### config.mk
export PLATFORM = sky130hd
export DESIGN_NAME = gyro_static_bias_finder
export DESIGN_NICKNAME = d
export VERILOG_FILES = /design/src/hw/rtl/gsbf_pkg.sv /design/src/hw/rtl/gyro_static_bias_finder.sv /design/src/hw/rtl/gsbf_div.sv /design/src/hw/rtl/gsbf_datapath.sv /design/src/hw/rtl/gsbf_ctrl.sv
export SDC_FILE = /design/constraint.sdc
export NUM_CORES = 2
export LEC_CHECK = 0
export BUFFER_PORTS_ARGS = -buffer_cell sky130_fd_sc_hd__buf_4
export CAP_MARGIN = 20
export CELL_PAD_IN_SITES_DETAIL_PLACEMENT = 1
export CELL_PAD_IN_SITES_GLOBAL_PLACEMENT = 1
export CORE_ASPECT_RATIO = 1.2
export CORE_MARGIN = 4
export CORE_UTILIZATION = 55
export DETAILED_ROUTE_END_ITERATION = 10
export HOLD_SLACK_MARGIN = 0.12
export MAX_ROUTING_LAYER = met4
export PLACE_DENSITY = 0.89
export SETUP_SLACK_MARGIN = 0.5
export SLEW_MARGIN = 20
export SYNTH_ARGS = -nofsm -noshare
export SYNTH_HDL_FRONTEND = slang
export SYNTH_SLANG_ARGS = --single-unit
### constraint.sdc
create_clock -name clock -period 34.2 [get_ports clock]
set_input_delay 1.71 -clock clock [delete_from_list [all_inputs] [get_ports clock]]
set_output_delay 1.71 -clock clock [all_outputs]
set_load 0.05 [all_outputs]
### src/hw/rtl/gsbf_pkg.sv
// Shared types and constants for the gyro static bias finder.
// No dependencies; every other file of the block but gsbf_div imports this package.
`default_nettype none

package gsbf_pkg;

   localparam int TIME_BITS      = 64;
   localparam int THRESH_BITS    = 32;
   localparam int MIN_DUR_BITS   = 40;
   localparam int STATUS_BITS    = 2;
   localparam int CSR_INDEX_BITS = 1;
   localparam int CSR_DATA_BITS  = 40;
   localparam int AXIS_BITS      = 2;

   // result status codes
   localparam logic [STATUS_BITS-1:0] STATUS_OK       = 2'd0;
   localparam logic [STATUS_BITS-1:0] STATUS_FEW      = 2'd1;
   localparam logic [STATUS_BITS-1:0] STATUS_NO_QUIET = 2'd2;
   localparam logic [STATUS_BITS-1:0] STATUS_SHORT    = 2'd3;

   // register indexes
   localparam logic [CSR_INDEX_BITS-1:0] REG_QUIET_RATE_SQUARED = 1'b0;
   localparam logic [CSR_INDEX_BITS-1:0] REG_MIN_DURATION       = 1'b1;

   localparam logic [THRESH_BITS-1:0]  THRESH_RESET  = 32'd1024;
   localparam logic [MIN_DUR_BITS-1:0] MIN_DUR_RESET = 40'd1000000000;

   // axis select for the shared divider
   localparam logic [AXIS_BITS-1:0] AXIS_X = 2'd0;
   localparam logic [AXIS_BITS-1:0] AXIS_Y = 2'd1;
   localparam logic [AXIS_BITS-1:0] AXIS_Z = 2'd2;

   typedef struct packed {
      logic                 capture;
      logic                 update;
      logic                 close_run;
      logic                 div_start;
      logic                 bias_store;
      logic                 emit;
      logic [AXIS_BITS-1:0] axis;
   } gsbf_cmd_type;

   typedef struct packed {
      logic last_item;
      logic result_ok;
      logic div_done;
   } gsbf_sts_type;

endpackage

`default_nettype wire

### src/hw/rtl/gyro_static_bias_finder.sv
// Top level of the gyro static bias finder: port packing, controller and
// datapath. Uses gsbf_pkg, gsbf_ctrl, gsbf_datapath.
`default_nettype none

// Finds the longest quiet stretch in a trace of timestamped three-axis gyro
// samples and reports the mean rate over it as the static bias. Samples whose
// timestamp does not advance past the last accepted one are dropped and
// counted. A sample is quiet when gx^2+gy^2+gz^2 <= quiet_rate_squared; a
// run that is strictly longer (last minus first timestamp) than the best so
// far replaces it. The item with tlast set closes the open run and yields one
// result item: status in rsp_tuser, and for status ok the per-axis means
// (truncated toward zero), run length, run duration and drop count; the
// trace state then clears. An ordinary sample occupies the block for capture
// (with the squares) and then the run update. The last sample passes through
// capture, update, run close, status check and result load plus, for status
// ok, three passes of the shared bit-serial divider; the result load waits
// while an earlier result is still untaken. The result sits in an output
// register, so the next trace may start while it waits to be taken.
// Configuration is written through csr_*; the user must write it only
// between traces, as the block itself does not enforce this.
module gyro_static_bias_finder #(
   parameter int COUNT_BITS  = 24,
   parameter int SAMPLE_BITS = 16,
   localparam int REQ_RAW_BITS  = gsbf_pkg::TIME_BITS + 3 * SAMPLE_BITS,
   localparam int REQ_DATA_BITS = ((REQ_RAW_BITS + 7) / 8) * 8,
   localparam int RSP_RAW_BITS  = 3 * SAMPLE_BITS + 2 * COUNT_BITS + gsbf_pkg::TIME_BITS,
   localparam int RSP_DATA_BITS = ((RSP_RAW_BITS + 7) / 8) * 8
) (
   input  logic                                clock,
   input  logic                                reset,
   // samples in
   input  logic                                req_tvalid,
   output logic                                req_tready,
   // timestamp, gyro_x, gyro_y, gyro_z (low to high), zero pad
   input  logic [REQ_DATA_BITS-1:0]            req_tdata,
   input  logic                                req_tlast,
   // result out
   output logic                                rsp_tvalid,
   input  logic                                rsp_tready,
   // bias_x, bias_y, bias_z, run_samples, run_duration, dropped_samples
   // (low to high), zero pad
   output logic [RSP_DATA_BITS-1:0]            rsp_tdata,
   // status
   output logic [gsbf_pkg::STATUS_BITS-1:0]    rsp_tuser,
   // configuration writes
   input  logic                                csr_we,
   input  logic [gsbf_pkg::CSR_INDEX_BITS-1:0] csr_index,
   input  logic [gsbf_pkg::CSR_DATA_BITS-1:0]  csr_data
);

   import gsbf_pkg::*;

   logic [TIME_BITS-1:0]          in_timestamp;
   logic signed [SAMPLE_BITS-1:0] in_gyro_x, in_gyro_y, in_gyro_z;
   logic signed [SAMPLE_BITS-1:0] out_bias_x, out_bias_y, out_bias_z;
   logic [COUNT_BITS-1:0]         out_run_samples, out_dropped_samples;
   logic [TIME_BITS-1:0]          out_run_duration;
   logic [RSP_RAW_BITS-1:0]       rsp_raw;
   gsbf_cmd_type                  cmd;
   gsbf_sts_type                  sts;

   // unpack the request item
   assign in_timestamp = req_tdata[TIME_BITS-1:0];
   assign in_gyro_x    = req_tdata[TIME_BITS +: SAMPLE_BITS];
   assign in_gyro_y    = req_tdata[TIME_BITS + SAMPLE_BITS +: SAMPLE_BITS];
   assign in_gyro_z    = req_tdata[TIME_BITS + 2 * SAMPLE_BITS +: SAMPLE_BITS];

   gsbf_ctrl u_ctrl (
      .clock      (clock),
      .reset      (reset),
      .req_tvalid (req_tvalid),
      .req_tready (req_tready),
      .rsp_tvalid (rsp_tvalid),
      .rsp_tready (rsp_tready),
      .cmd        (cmd),
      .sts        (sts)
   );

   gsbf_datapath #(
      .SAMPLE_BITS (SAMPLE_BITS),
      .COUNT_BITS  (COUNT_BITS)
   ) u_datapath (
      .clock               (clock),
      .reset               (reset),
      .in_timestamp        (in_timestamp),
      .in_gyro_x           (in_gyro_x),
      .in_gyro_y           (in_gyro_y),
      .in_gyro_z           (in_gyro_z),
      .in_last             (req_tlast),
      .csr_we              (csr_we),
      .csr_index           (csr_index),
      .csr_data            (csr_data),
      .cmd                 (cmd),
      .sts                 (sts),
      .out_status          (rsp_tuser),
      .out_bias_x          (out_bias_x),
      .out_bias_y          (out_bias_y),
      .out_bias_z          (out_bias_z),
      .out_run_samples     (out_run_samples),
      .out_run_duration    (out_run_duration),
      .out_dropped_samples (out_dropped_samples)
   );

   // pack the result item, first field lowest
   assign rsp_raw   = {out_dropped_samples, out_run_duration, out_run_samples,
                       out_bias_z, out_bias_y, out_bias_x};
   assign rsp_tdata = RSP_DATA_BITS'(rsp_raw);

endmodule

`default_nettype wire

### src/hw/rtl/gsbf_div.sv
// Restoring unsigned divider, one quotient bit per cycle.
// Stand-alone; used by gsbf_datapath for the per-axis means.
`default_nettype none

module gsbf_div #(
   parameter int DIVIDEND_BITS = 40,
   parameter int DIVISOR_BITS  = 24
) (
   input  logic                     clock,
   input  logic                     reset,
   input  logic                     start,
   input  logic [DIVIDEND_BITS-1:0] dividend,
   input  logic [DIVISOR_BITS-1:0]  divisor,
   output logic                     done,
   output logic [DIVIDEND_BITS-1:0] quotient
);

   localparam int STEP_BITS = $clog2(DIVIDEND_BITS + 1);

   logic [DIVISOR_BITS-1:0]  rem_ff, rem_in;
   logic [DIVIDEND_BITS-1:0] quo_ff, quo_in;
   logic [DIVISOR_BITS-1:0]  den_ff, den_in;
   logic [STEP_BITS-1:0]     step_ff, step_in;
   logic                     busy_ff, busy_in;
   logic                     done_ff, done_in;
   logic [DIVISOR_BITS:0]    trial;
   logic [DIVISOR_BITS:0]    diff;

   always_comb begin
      trial   = {rem_ff, quo_ff[DIVIDEND_BITS-1]};
      diff    = trial - {1'b0, den_ff};
      rem_in  = rem_ff;
      quo_in  = quo_ff;
      den_in  = den_ff;
      step_in = step_ff;
      busy_in = busy_ff;
      done_in = 1'b0;
      if (start) begin
         rem_in  = '0;
         quo_in  = dividend;
         den_in  = divisor;
         step_in = STEP_BITS'(DIVIDEND_BITS);
         busy_in = 1'b1;
      end else if (busy_ff) begin
         // borrow set: shifted remainder below divisor, keep it
         quo_in  = {quo_ff[DIVIDEND_BITS-2:0], ~diff[DIVISOR_BITS]};
         rem_in  = diff[DIVISOR_BITS] ? trial[DIVISOR_BITS-1:0] : diff[DIVISOR_BITS-1:0];
         step_in = step_ff - 1'b1;
         if (step_ff == STEP_BITS'(1)) begin
            busy_in = 1'b0;
            done_in = 1'b1;
         end
      end
   end

   always_ff @(posedge clock) begin
      if (reset) begin
         busy_ff <= 1'b0;
         done_ff <= 1'b0;
      end else begin
         busy_ff <= busy_in;
         done_ff <= done_in;
      end
   end

   always_ff @(posedge clock) begin
      rem_ff  <= rem_in;
      quo_ff  <= quo_in;
      den_ff  <= den_in;
      step_ff <= step_in;
   end

   assign done     = done_ff;
   assign quotient = quo_ff;

endmodule

`default_nettype wire

### src/hw/rtl/gsbf_datapath.sv
// Datapath: sample capture, squares, run and best-run tracking, config
// registers, bias division and the result register. Uses gsbf_pkg, gsbf_div.
`default_nettype none

module gsbf_datapath #(
   parameter int SAMPLE_BITS = 16,
   parameter int COUNT_BITS  = 24
) (
   input  logic                                    clock,
   input  logic                                    reset,
   input  logic [gsbf_pkg::TIME_BITS-1:0]          in_timestamp,
   input  logic signed [SAMPLE_BITS-1:0]           in_gyro_x,
   input  logic signed [SAMPLE_BITS-1:0]           in_gyro_y,
   input  logic signed [SAMPLE_BITS-1:0]           in_gyro_z,
   input  logic                                    in_last,
   input  logic                                    csr_we,
   input  logic [gsbf_pkg::CSR_INDEX_BITS-1:0]     csr_index,
   input  logic [gsbf_pkg::CSR_DATA_BITS-1:0]      csr_data,
   input  gsbf_pkg::gsbf_cmd_type                  cmd,
   output gsbf_pkg::gsbf_sts_type                  sts,
   output logic [gsbf_pkg::STATUS_BITS-1:0]        out_status,
   output logic signed [SAMPLE_BITS-1:0]           out_bias_x,
   output logic signed [SAMPLE_BITS-1:0]           out_bias_y,
   output logic signed [SAMPLE_BITS-1:0]           out_bias_z,
   output logic [COUNT_BITS-1:0]                   out_run_samples,
   output logic [gsbf_pkg::TIME_BITS-1:0]          out_run_duration,
   output logic [COUNT_BITS-1:0]                   out_dropped_samples
);

   import gsbf_pkg::*;

   localparam int SUM_BITS = SAMPLE_BITS + COUNT_BITS;
   localparam int MAG_BITS = 2 * SAMPLE_BITS;
   localparam int CMP_BITS = (MAG_BITS > THRESH_BITS) ? MAG_BITS : THRESH_BITS;
   localparam logic [1:0] ACC_FULL = 2'd2;
   localparam logic signed [SUM_BITS-1:0] SUM_MAX = {1'b0, {(SUM_BITS-1){1'b1}}};
   localparam logic signed [SUM_BITS-1:0] SUM_MIN = {1'b1, {(SUM_BITS-1){1'b0}}};
   localparam logic signed [SAMPLE_BITS-1:0] BIAS_MAX = {1'b0, {(SAMPLE_BITS-1){1'b1}}};
   localparam logic signed [SAMPLE_BITS-1:0] BIAS_MIN = {1'b1, {(SAMPLE_BITS-1){1'b0}}};
   localparam logic [SUM_BITS-1:0] POS_LIMIT = SUM_BITS'(BIAS_MAX);
   localparam logic [SUM_BITS-1:0] NEG_LIMIT = POS_LIMIT + 1'b1;

   function automatic logic signed [SUM_BITS-1:0] sat_add(
      input logic signed [SUM_BITS-1:0]    acc,
      input logic signed [SAMPLE_BITS-1:0] smp);
      logic signed [SUM_BITS:0] wide;
      wide = (SUM_BITS+1)'(acc) + (SUM_BITS+1)'(smp);
      if (wide[SUM_BITS] != wide[SUM_BITS-1])
         sat_add = wide[SUM_BITS] ? SUM_MIN : SUM_MAX;
      else
         sat_add = wide[SUM_BITS-1:0];
   endfunction

   function automatic logic [COUNT_BITS-1:0] sat_inc(input logic [COUNT_BITS-1:0] c);
      sat_inc = (c == '1) ? c : c + 1'b1;
   endfunction

   // config
   logic [THRESH_BITS-1:0]  thresh_ff;
   logic [MIN_DUR_BITS-1:0] min_dur_ff;

   // captured sample
   logic [TIME_BITS-1:0]          ts_ff;
   logic signed [SAMPLE_BITS-1:0] gx_ff, gy_ff, gz_ff;
   logic                          last_ff;
   logic [MAG_BITS-1:0]           sq_x_ff, sq_y_ff, sq_z_ff;
   logic signed [MAG_BITS-1:0]    prod_x, prod_y, prod_z;

   // control state
   logic                  seen_any_ff, seen_any_in;
   logic [1:0]            acc_cnt_ff, acc_cnt_in;
   logic                  in_run_ff, in_run_in;
   logic                  best_valid_ff, best_valid_in;
   logic [COUNT_BITS-1:0] drop_cnt_ff, drop_cnt_in;

   // run and best payload
   logic [TIME_BITS-1:0]       prev_time_ff, prev_time_in;
   logic [TIME_BITS-1:0]       run_start_ff, run_start_in;
   logic [TIME_BITS-1:0]       run_dur_ff, run_dur_in;
   logic signed [SUM_BITS-1:0] run_sum_x_ff, run_sum_x_in;
   logic signed [SUM_BITS-1:0] run_sum_y_ff, run_sum_y_in;
   logic signed [SUM_BITS-1:0] run_sum_z_ff, run_sum_z_in;
   logic [COUNT_BITS-1:0]      run_len_ff, run_len_in;
   logic [TIME_BITS-1:0]       best_dur_ff, best_dur_in;
   logic signed [SUM_BITS-1:0] best_sum_x_ff, best_sum_x_in;
   logic signed [SUM_BITS-1:0] best_sum_y_ff, best_sum_y_in;
   logic signed [SUM_BITS-1:0] best_sum_z_ff, best_sum_z_in;
   logic [COUNT_BITS-1:0]      best_len_ff, best_len_in;

   logic signed [SAMPLE_BITS-1:0] bias_x_ff, bias_y_ff, bias_z_ff, bias_in;

   // result register
   logic [STATUS_BITS-1:0]        rsp_status_ff;
   logic signed [SAMPLE_BITS-1:0] rsp_bias_x_ff, rsp_bias_y_ff, rsp_bias_z_ff;
   logic [COUNT_BITS-1:0]         rsp_len_ff, rsp_drop_ff;
   logic [TIME_BITS-1:0]          rsp_dur_ff;

   logic                       drop, quiet, take_best, do_close;
   logic [MAG_BITS-1:0]        mag2;
   logic [STATUS_BITS-1:0]     status_code;
   logic signed [SUM_BITS-1:0] sel_sum;
   logic [SUM_BITS-1:0]        sel_mag;
   logic [SUM_BITS-1:0]        quotient;
   logic                       div_done;

   assign prod_x = MAG_BITS'(in_gyro_x) * MAG_BITS'(in_gyro_x);
   assign prod_y = MAG_BITS'(in_gyro_y) * MAG_BITS'(in_gyro_y);
   assign prod_z = MAG_BITS'(in_gyro_z) * MAG_BITS'(in_gyro_z);

   always_ff @(posedge clock) begin
      if (reset) begin
         thresh_ff  <= THRESH_RESET;
         min_dur_ff <= MIN_DUR_RESET;
      end else if (csr_we) begin
         case (csr_index)
            REG_QUIET_RATE_SQUARED: thresh_ff  <= csr_data[THRESH_BITS-1:0];
            REG_MIN_DURATION:       min_dur_ff <= csr_data[MIN_DUR_BITS-1:0];
            default: ;
         endcase
      end
   end

   always_ff @(posedge clock) begin
      if (cmd.capture) begin
         ts_ff   <= in_timestamp;
         gx_ff   <= in_gyro_x;
         gy_ff   <= in_gyro_y;
         gz_ff   <= in_gyro_z;
         last_ff <= in_last;
         sq_x_ff <= $unsigned(prod_x);
         sq_y_ff <= $unsigned(prod_y);
         sq_z_ff <= $unsigned(prod_z);
      end
   end

   always_comb begin
      drop      = seen_any_ff && (ts_ff <= prev_time_ff);
      mag2      = sq_x_ff + sq_y_ff + sq_z_ff;
      quiet     = CMP_BITS'(mag2) <= CMP_BITS'(thresh_ff);
      take_best = in_run_ff && (!best_valid_ff || (run_dur_ff > best_dur_ff));
      do_close  = cmd.close_run;

      seen_any_in   = seen_any_ff;
      acc_cnt_in    = acc_cnt_ff;
      in_run_in     = in_run_ff;
      best_valid_in = best_valid_ff;
      drop_cnt_in   = drop_cnt_ff;
      prev_time_in  = prev_time_ff;
      run_start_in  = run_start_ff;
      run_dur_in    = run_dur_ff;
      run_sum_x_in  = run_sum_x_ff;
      run_sum_y_in  = run_sum_y_ff;
      run_sum_z_in  = run_sum_z_ff;
      run_len_in    = run_len_ff;
      best_dur_in   = best_dur_ff;
      best_sum_x_in = best_sum_x_ff;
      best_sum_y_in = best_sum_y_ff;
      best_sum_z_in = best_sum_z_ff;
      best_len_in   = best_len_ff;

      if (cmd.update) begin
         if (drop) begin
            drop_cnt_in = sat_inc(drop_cnt_ff);
         end else begin
            prev_time_in = ts_ff;
            seen_any_in  = 1'b1;
            if (acc_cnt_ff != ACC_FULL)
               acc_cnt_in = acc_cnt_ff + 1'b1;
            if (quiet) begin
               // open a fresh run or extend the current one
               in_run_in    = 1'b1;
               run_start_in = in_run_ff ? run_start_ff : ts_ff;
               run_dur_in   = in_run_ff ? (ts_ff - run_start_ff) : '0;
               run_sum_x_in = sat_add(in_run_ff ? run_sum_x_ff : '0, gx_ff);
               run_sum_y_in = sat_add(in_run_ff ? run_sum_y_ff : '0, gy_ff);
               run_sum_z_in = sat_add(in_run_ff ? run_sum_z_ff : '0, gz_ff);
               run_len_in   = sat_inc(in_run_ff ? run_len_ff : '0);
            end else begin
               do_close = 1'b1;
            end
         end
      end

      if (do_close) begin
         if (take_best) begin
            best_valid_in = 1'b1;
            best_dur_in   = run_dur_ff;
            best_sum_x_in = run_sum_x_ff;
            best_sum_y_in = run_sum_y_ff;
            best_sum_z_in = run_sum_z_ff;
            best_len_in   = run_len_ff;
         end
         in_run_in = 1'b0;
      end

      if (cmd.emit) begin
         seen_any_in   = 1'b0;
         acc_cnt_in    = '0;
         in_run_in     = 1'b0;
         best_valid_in = 1'b0;
         drop_cnt_in   = '0;
      end
   end

   always_ff @(posedge clock) begin
      if (reset) begin
         seen_any_ff   <= 1'b0;
         acc_cnt_ff    <= '0;
         in_run_ff     <= 1'b0;
         best_valid_ff <= 1'b0;
         drop_cnt_ff   <= '0;
      end else begin
         seen_any_ff   <= seen_any_in;
         acc_cnt_ff    <= acc_cnt_in;
         in_run_ff     <= in_run_in;
         best_valid_ff <= best_valid_in;
         drop_cnt_ff   <= drop_cnt_in;
      end
   end

   always_ff @(posedge clock) begin
      prev_time_ff  <= prev_time_in;
      run_start_ff  <= run_start_in;
      run_dur_ff    <= run_dur_in;
      run_sum_x_ff  <= run_sum_x_in;
      run_sum_y_ff  <= run_sum_y_in;
      run_sum_z_ff  <= run_sum_z_in;
      run_len_ff    <= run_len_in;
      best_dur_ff   <= best_dur_in;
      best_sum_x_ff <= best_sum_x_in;
      best_sum_y_ff <= best_sum_y_in;
      best_sum_z_ff <= best_sum_z_in;
      best_len_ff   <= best_len_in;
   end

   // status is tested in priority order: few samples, no run, too short
   always_comb begin
      if (acc_cnt_ff != ACC_FULL)
         status_code = STATUS_FEW;
      else if (!best_valid_ff)
         status_code = STATUS_NO_QUIET;
      else if (best_dur_ff < TIME_BITS'(min_dur_ff))
         status_code = STATUS_SHORT;
      else
         status_code = STATUS_OK;
   end

   // divider operand for the axis in progress
   always_comb begin
      case (cmd.axis)
         AXIS_X:  sel_sum = best_sum_x_ff;
         AXIS_Y:  sel_sum = best_sum_y_ff;
         AXIS_Z:  sel_sum = best_sum_z_ff;
         default: sel_sum = best_sum_x_ff;
      endcase
      sel_mag = sel_sum[SUM_BITS-1] ? ('0 - $unsigned(sel_sum)) : $unsigned(sel_sum);
   end

   gsbf_div #(
      .DIVIDEND_BITS (SUM_BITS),
      .DIVISOR_BITS  (COUNT_BITS)
   ) u_div (
      .clock    (clock),
      .reset    (reset),
      .start    (cmd.div_start),
      .dividend (sel_mag),
      .divisor  (best_len_ff),
      .done     (div_done),
      .quotient (quotient)
   );

   // restore sign and clamp to the sample range
   always_comb begin
      if (sel_sum[SUM_BITS-1])
         bias_in = (quotient > NEG_LIMIT) ? BIAS_MIN : ('0 - quotient[SAMPLE_BITS-1:0]);
      else
         bias_in = (quotient > POS_LIMIT) ? BIAS_MAX : quotient[SAMPLE_BITS-1:0];
   end

   always_ff @(posedge clock) begin
      if (cmd.bias_store) begin
         case (cmd.axis)
            AXIS_X:  bias_x_ff <= bias_in;
            AXIS_Y:  bias_y_ff <= bias_in;
            AXIS_Z:  bias_z_ff <= bias_in;
            default: ;
         endcase
      end
   end

   always_ff @(posedge clock) begin
      if (cmd.emit) begin
         rsp_status_ff <= status_code;
         if (status_code == STATUS_OK) begin
            rsp_bias_x_ff <= bias_x_ff;
            rsp_bias_y_ff <= bias_y_ff;
            rsp_bias_z_ff <= bias_z_ff;
            rsp_len_ff    <= best_len_ff;
            rsp_dur_ff    <= best_dur_ff;
            rsp_drop_ff   <= drop_cnt_ff;
         end else begin
            rsp_bias_x_ff <= '0;
            rsp_bias_y_ff <= '0;
            rsp_bias_z_ff <= '0;
            rsp_len_ff    <= '0;
            rsp_dur_ff    <= '0;
            rsp_drop_ff   <= '0;
         end
      end
   end

   assign sts.last_item = last_ff;
   assign sts.result_ok = (status_code == STATUS_OK);
   assign sts.div_done  = div_done;

   assign out_status          = rsp_status_ff;
   assign out_bias_x          = rsp_bias_x_ff;
   assign out_bias_y          = rsp_bias_y_ff;
   assign out_bias_z          = rsp_bias_z_ff;
   assign out_run_samples     = rsp_len_ff;
   assign out_run_duration    = rsp_dur_ff;
   assign out_dropped_samples = rsp_drop_ff;

endmodule

`default_nettype wire

### src/hw/rtl/gsbf_ctrl.sv
// Controller state machine: sequences capture, update, run close, the three
// divisions and the result hand-off. Uses gsbf_pkg.
`default_nettype none

module gsbf_ctrl (
   input  logic                   clock,
   input  logic                   reset,
   input  logic                   req_tvalid,
   output logic                   req_tready,
   output logic                   rsp_tvalid,
   input  logic                   rsp_tready,
   output gsbf_pkg::gsbf_cmd_type cmd,
   input  gsbf_pkg::gsbf_sts_type sts
);

   import gsbf_pkg::*;

   localparam logic [2:0] ST_IDLE      = 3'd0;
   localparam logic [2:0] ST_UPDATE    = 3'd1;
   localparam logic [2:0] ST_CLOSE     = 3'd2;
   localparam logic [2:0] ST_CHECK     = 3'd3;
   localparam logic [2:0] ST_DIV_START = 3'd4;
   localparam logic [2:0] ST_DIV_WAIT  = 3'd5;
   localparam logic [2:0] ST_EMIT      = 3'd6;

   logic [2:0]           state_ff, state_in;
   logic [AXIS_BITS-1:0] axis_ff, axis_in;
   logic                 rsp_valid_ff, rsp_valid_in;

   always_comb begin
      state_in     = state_ff;
      axis_in      = axis_ff;
      rsp_valid_in = rsp_valid_ff && !rsp_tready;
      cmd          = '0;
      case (state_ff)
         ST_IDLE: begin
            if (req_tvalid) begin
               cmd.capture = 1'b1;
               state_in    = ST_UPDATE;
            end
         end
         ST_UPDATE: begin
            cmd.update = 1'b1;
            state_in   = sts.last_item ? ST_CLOSE : ST_IDLE;
         end
         ST_CLOSE: begin
            cmd.close_run = 1'b1;
            state_in      = ST_CHECK;
         end
         ST_CHECK: begin
            axis_in  = AXIS_X;
            state_in = sts.result_ok ? ST_DIV_START : ST_EMIT;
         end
         ST_DIV_START: begin
            cmd.div_start = 1'b1;
            state_in      = ST_DIV_WAIT;
         end
         ST_DIV_WAIT: begin
            if (sts.div_done) begin
               cmd.bias_store = 1'b1;
               case (axis_ff)
                  AXIS_X: begin
                     axis_in  = AXIS_Y;
                     state_in = ST_DIV_START;
                  end
                  AXIS_Y: begin
                     axis_in  = AXIS_Z;
                     state_in = ST_DIV_START;
                  end
                  default: state_in = ST_EMIT;
               endcase
            end
         end
         ST_EMIT: begin
            // wait for the result register to drain
            if (!rsp_valid_ff || rsp_tready) begin
               cmd.emit     = 1'b1;
               rsp_valid_in = 1'b1;
               state_in     = ST_IDLE;
            end
         end
         default: state_in = ST_IDLE;
      endcase
      cmd.axis = axis_ff;
   end

   always_ff @(posedge clock) begin
      if (reset) begin
         state_ff     <= ST_IDLE;
         axis_ff      <= AXIS_X;
         rsp_valid_ff <= 1'b0;
      end else begin
         state_ff     <= state_in;
         axis_ff      <= axis_in;
         rsp_valid_ff <= rsp_valid_in;
      end
   end

   assign req_tready = (state_ff == ST_IDLE);
   assign rsp_tvalid = rsp_valid_ff;

`ifndef SYNTHESIS
   a_accept_to_update: assert property (@(posedge clock) disable iff (reset)
      (state_ff == ST_IDLE && req_tvalid) |=> (state_ff == ST_UPDATE))
      else $error("accepted item not followed by update");

   a_emit_into_free_reg: assert property (@(posedge clock) disable iff (reset)
      cmd.emit |-> (!rsp_valid_ff || rsp_tready))
      else $error("result overwrites an untaken result");

   a_bad_status_skips_div: assert property (@(posedge clock) disable iff (reset)
      (state_ff == ST_CHECK && !sts.result_ok) |=> (state_ff == ST_EMIT))
      else $error("non-ok status entered division");

   a_div_done_advances: assert property (@(posedge clock) disable iff (reset)
      (state_ff == ST_DIV_WAIT && sts.div_done)
         |=> (state_ff == ST_DIV_START || state_ff == ST_EMIT))
      else $error("divider completion not acted on");
`endif

endmodule

`default_nettype wire
==> run_results.csv <==
group,metric,value,unit
cts,clockBufferDepth,3,
drt,remaining_drc_errors,0,
cts,cts_root_buf,"clkbuf_16",
global_route,grt.overflow.total,0,
place,place_congestion,0.934,
worst_setup_path,cp.required,34.57,ns
synth,synth_top_area_share,35.1,%
sta,rsz0062_at_grt,"false",
synth,avgSynthCellArea,10.5,um2
worst_setup_path,cp-end-kind,"register",
sta,slew_headroom,25.1,%
cts,cts_tree,"done",
cts,cts_buffers,117,
sta,max_freq,107,MHz
worst_setup_path,cp_slowest_stage_delay,0.99,ns
sta,hold_viol_final,0,
final_layout,fin_util,60.9,%
sta,finalSetupViolations,0,
synth,post_synth_num_cell_types,100,
synth,syn_area,0.0874,mm2
drt,first_pass_iters,9,
synth,yosys_register_bits,1160,
final_layout,drive_gt1_share,7.28,%
floorplan,rows,159,
worst_setup_path,crit_family,"compound AO/OA/AOI/OAI gates",
final_layout,nets,10127,
place,dp_hpwl,204,mm
floorplan,dieHeight,445,um
synth,async_flop_share,0,%
worst_hold_path,hold_class,"reg -> reg",
worst_setup_path,cp_slowest_cell,"o311a_4",
global_route,grt_pass1_vias,73281,
worst_setup_path,cp.arrival,9.71,ns
synth,synth_area_leaders,"edfxtp_1, fa_1, ha_1",
drt,via_per_inst,6.09,
final_layout,syn_to_final_growth,9.54,%
cts,hold_buffers,0,
cts,htree_num_levels,3,
cts,clk_pin_slew,0.06,ns
floorplan,start_util,55.6,%
cts,cts_resized,0,
drt,drt_wl_total,278,mm
cts,clock_latency,0.79,ns
synth,yosysWarnings,0,
worst_setup_path,path_cells,"fa_1, ha_1, inv_1, o21bai_1, a2111o_1, nand2_1, o311a_1, o311ai_0, nor2b_1, o21a_1, o21ai_0, o21ai_0, xor2_1, ha_1, nand4_1, nor2_1, nand2_1, o21ai_0, nand3_1, a211oi_1, o311a_4, buf_4, buf_6",
synth,postSynthCellCount,8301,
sta,worst_pin_slew,1.12,ns
run,maxCapViolCount,0,
drt,wl_per_cell,25.9,um
sta,slew_violations,0,
global_route,grt_pass1_wl,426,mm
sta,finalCritPeriodShare,27.3,%
global_route,antenna_found_initial,20,
worst_setup_path,path_common_cell,"o21ai_0",
synth,synth_top_flop_cell,"edfxtp_1",
worst_setup_path,cp_num_buf_inv,3,
worst_setup_path,worstSetupPathType,"reg -> reg",
drt,drt_iter0_markers,5879,
floorplan,coreArea,0.157,mm2
drt,ant_nets,0,
floorplan,die_w,372,um
synth,yosysSeqAreaShare,38.3,%
synth,yosysTopAreaCell,"edfxtp_1",
global_route,track_usage,34.4,%
worst_setup_path,start_kind,"register",
sta,min_period,9.34,ns
sta,finClkSkew,0.0507,ns
place,placed_cells,10495,
synth,synth_edf_count,1021,
global_route,grt_max_degree,145,
drt,num_vias,65391,
worst_setup_path,cp_max_fo,84,
sta,tns,0,ns
cts,cts.sinks,1160,
final_layout,final_cell_count_no_fill,10736,
cts,cts_setup_buffers,0,
outcome,status,"complete, no violations",
floorplan,die_area,0.165,mm2
place,numPortBuffers,322,
floorplan,io_pins,323,
==> worst reg2reg max path, stage by stage, from the launching register on <==
cell	delay (ns)
edfxtp_1	0.44
fa_1	0.50
ha_1	0.33
inv_1	0.07
o21bai_1	0.22
a2111o_1	0.25
nand2_1	0.15
o311a_1	0.42
o311ai_0	0.56
nor2b_1	0.28
o21a_1	0.14
o21ai_0	0.11
o21ai_0	0.27
xor2_1	0.14
ha_1	0.35
nand4_1	0.14
nor2_1	0.38
nand2_1	0.11
o21ai_0	0.57
nand3_1	0.27
a211oi_1	0.58
o311a_4	0.99
buf_4	0.81
buf_6	0.78
==> worst paths after layout <==
| kind | cells past startpoint | slack [ns] | end | start |
|---|---|---|---|---|
| worst max-delay path | 23 | 24.86 | u_datapath.best_sum_x_ff[25] | u_datapath.sq_z_ff[4] |
| worst min-delay path | 0 | 0.44 | u_datapath.best_sum_y_ff[19] | u_datapath.run_sum_y_ff[19] |
| worst max register to register | 23 | 24.86 | u_datapath.best_sum_x_ff[25] | u_datapath.sq_z_ff[4] |
| worst min register to register | 0 | 0.44 | u_datapath.best_sum_y_ff[19] | u_datapath.run_sum_y_ff[19] |
==> cells by family after synthesis <==
kind of cell | after synthesis | synth area share (%)
DFF | 1160 | 38.3
adders and majority gates | 1458 | 27.2
xor gates and xnor gates | 410 | 4.12
muxes | 37 | 0.440
buffers and inverters | 1646 | 7.18
other | 1 | 0.00429
AOI/OAI and AO/OA | 1500 | 10.8
and+or+nand+nor | 2089 | 12.0
==> flip-flops by register name (all words and copies together), names as in the netlist, 31 cells and up <==
name / flops
u_datapath.run_sum_y_ff: 40
u_datapath.run_sum_x_ff: 40
u_datapath.sq_z_ff: 31
u_datapath.out_run_duration: 64
u_datapath.best_sum_z_ff: 40
u_datapath.best_sum_y_ff: 40
u_datapath.sq_y_ff: 31
u_datapath.run_sum_z_ff: 40
u_datapath.thresh_ff: 32
u_datapath.u_div.quotient: 40
u_datapath.sq_x_ff: 31
u_datapath.run_dur_ff: 64
u_datapath.best_dur_ff: 64
u_datapath.run_start_ff: 64
u_datapath.prev_time_ff: 64
u_datapath.min_dur_ff: 40
u_datapath.ts_ff: 64
u_datapath.best_sum_x_ff: 40
==> layer usage <==
metal | part of all wire, % | global-route usage (%) | vias to the layer above
met1 | 35 | 37.2 | 33156
met5 | 0 | - | -
met2 | 51 | 59.8 | 2884
met3 | 6.1 | 4.52 | 1049
li1 | - | - | 28302
met4 | 7.5 | 21.4 | 0
==> through the flow <==
step / setup slack, ns / instance area (um2) / hold WS [ns]
CTS: 24.79 / 95600 / 0.435
global placement: 25.00 / 91700 / 0.421
global route: 24.54 / 95700 / 0.452
finish: 24.86 / 95700 / 0.435
floorplan: 17.88 / 87400 / 0.410
detailed placement: 24.83 / 91700 / 0.430
==> cells in the mapped netlist, types with 18 or more instances <==
library cell  instances
ha_1                710
or3_1                40
nand3_1              99
nor4_1               25
and3_1               54
clkbuf_1            219
a31o_2               19
nand3b_1             24
inv_1              1388
buf_2                18
or2_2                19
xor2_1              159
edfxtp_1           1021
and4_1               18
nand2b_1             71
and2_1              450
a31oi_1              39
o211ai_1             30
nand2_1             641
o31ai_1              26
a211oi_1             41
fa_1                737
a21oi_1             499
o21a_1               61
nor3_1               54
o21ai_1              18
xnor2_1             250
a21o_1              229
o21ai_0             310
dfxtp_1             139
nor2b_1              63
nand4_1              94
o21bai_1             48
mux2i_1              35
nor2_1              384
a22oi_1              38
==> cell type report <==
type | count | area, um2
Clock inverter | 74 | 716
Multi-Input combinational cell | 5497 | 47800
Antenna cell | 20 | 50.0
Fill cell | 16805 | 61500
Clock buffer | 147 | 3180
Tap cell | 2093 | 2620
Sequential cell | 1160 | 33400
Timing Repair Buffer | 355 | 2700
Inverter | 1390 | 5220
==> cells in the final DEF (no fill, tap or decap), types with 24 or more instances in the layout <==
cell type	instances
ha_1	709
nor3_1	54
a22oi_1	38
a21o_1	229
nand3b_1	24
a21oi_1	496
clkinv_2	27
fa_1	737
nand4_1	94
nand2_1	640
and3_1	53
nor4_1	25
a31oi_1	39
nor2b_1	62
o21a_1	61
nand2b_1	70
o21bai_1	48
o31ai_1	25
edfxtp_1	1021
o211ai_1	30
xor2_1	159
dfxtp_1	138
inv_1	1387
nor2_1	383
mux2i_1	35
nand3_1	99
and2_1	447
o21ai_0	310
buf_4	351
or3_1	40
clkbuf_16	120
xnor2_1	249
a211oi_1	41
Power is not shown: default switching activity piles up to over one toggle a cycle in this logic, so the estimate is an artifact.
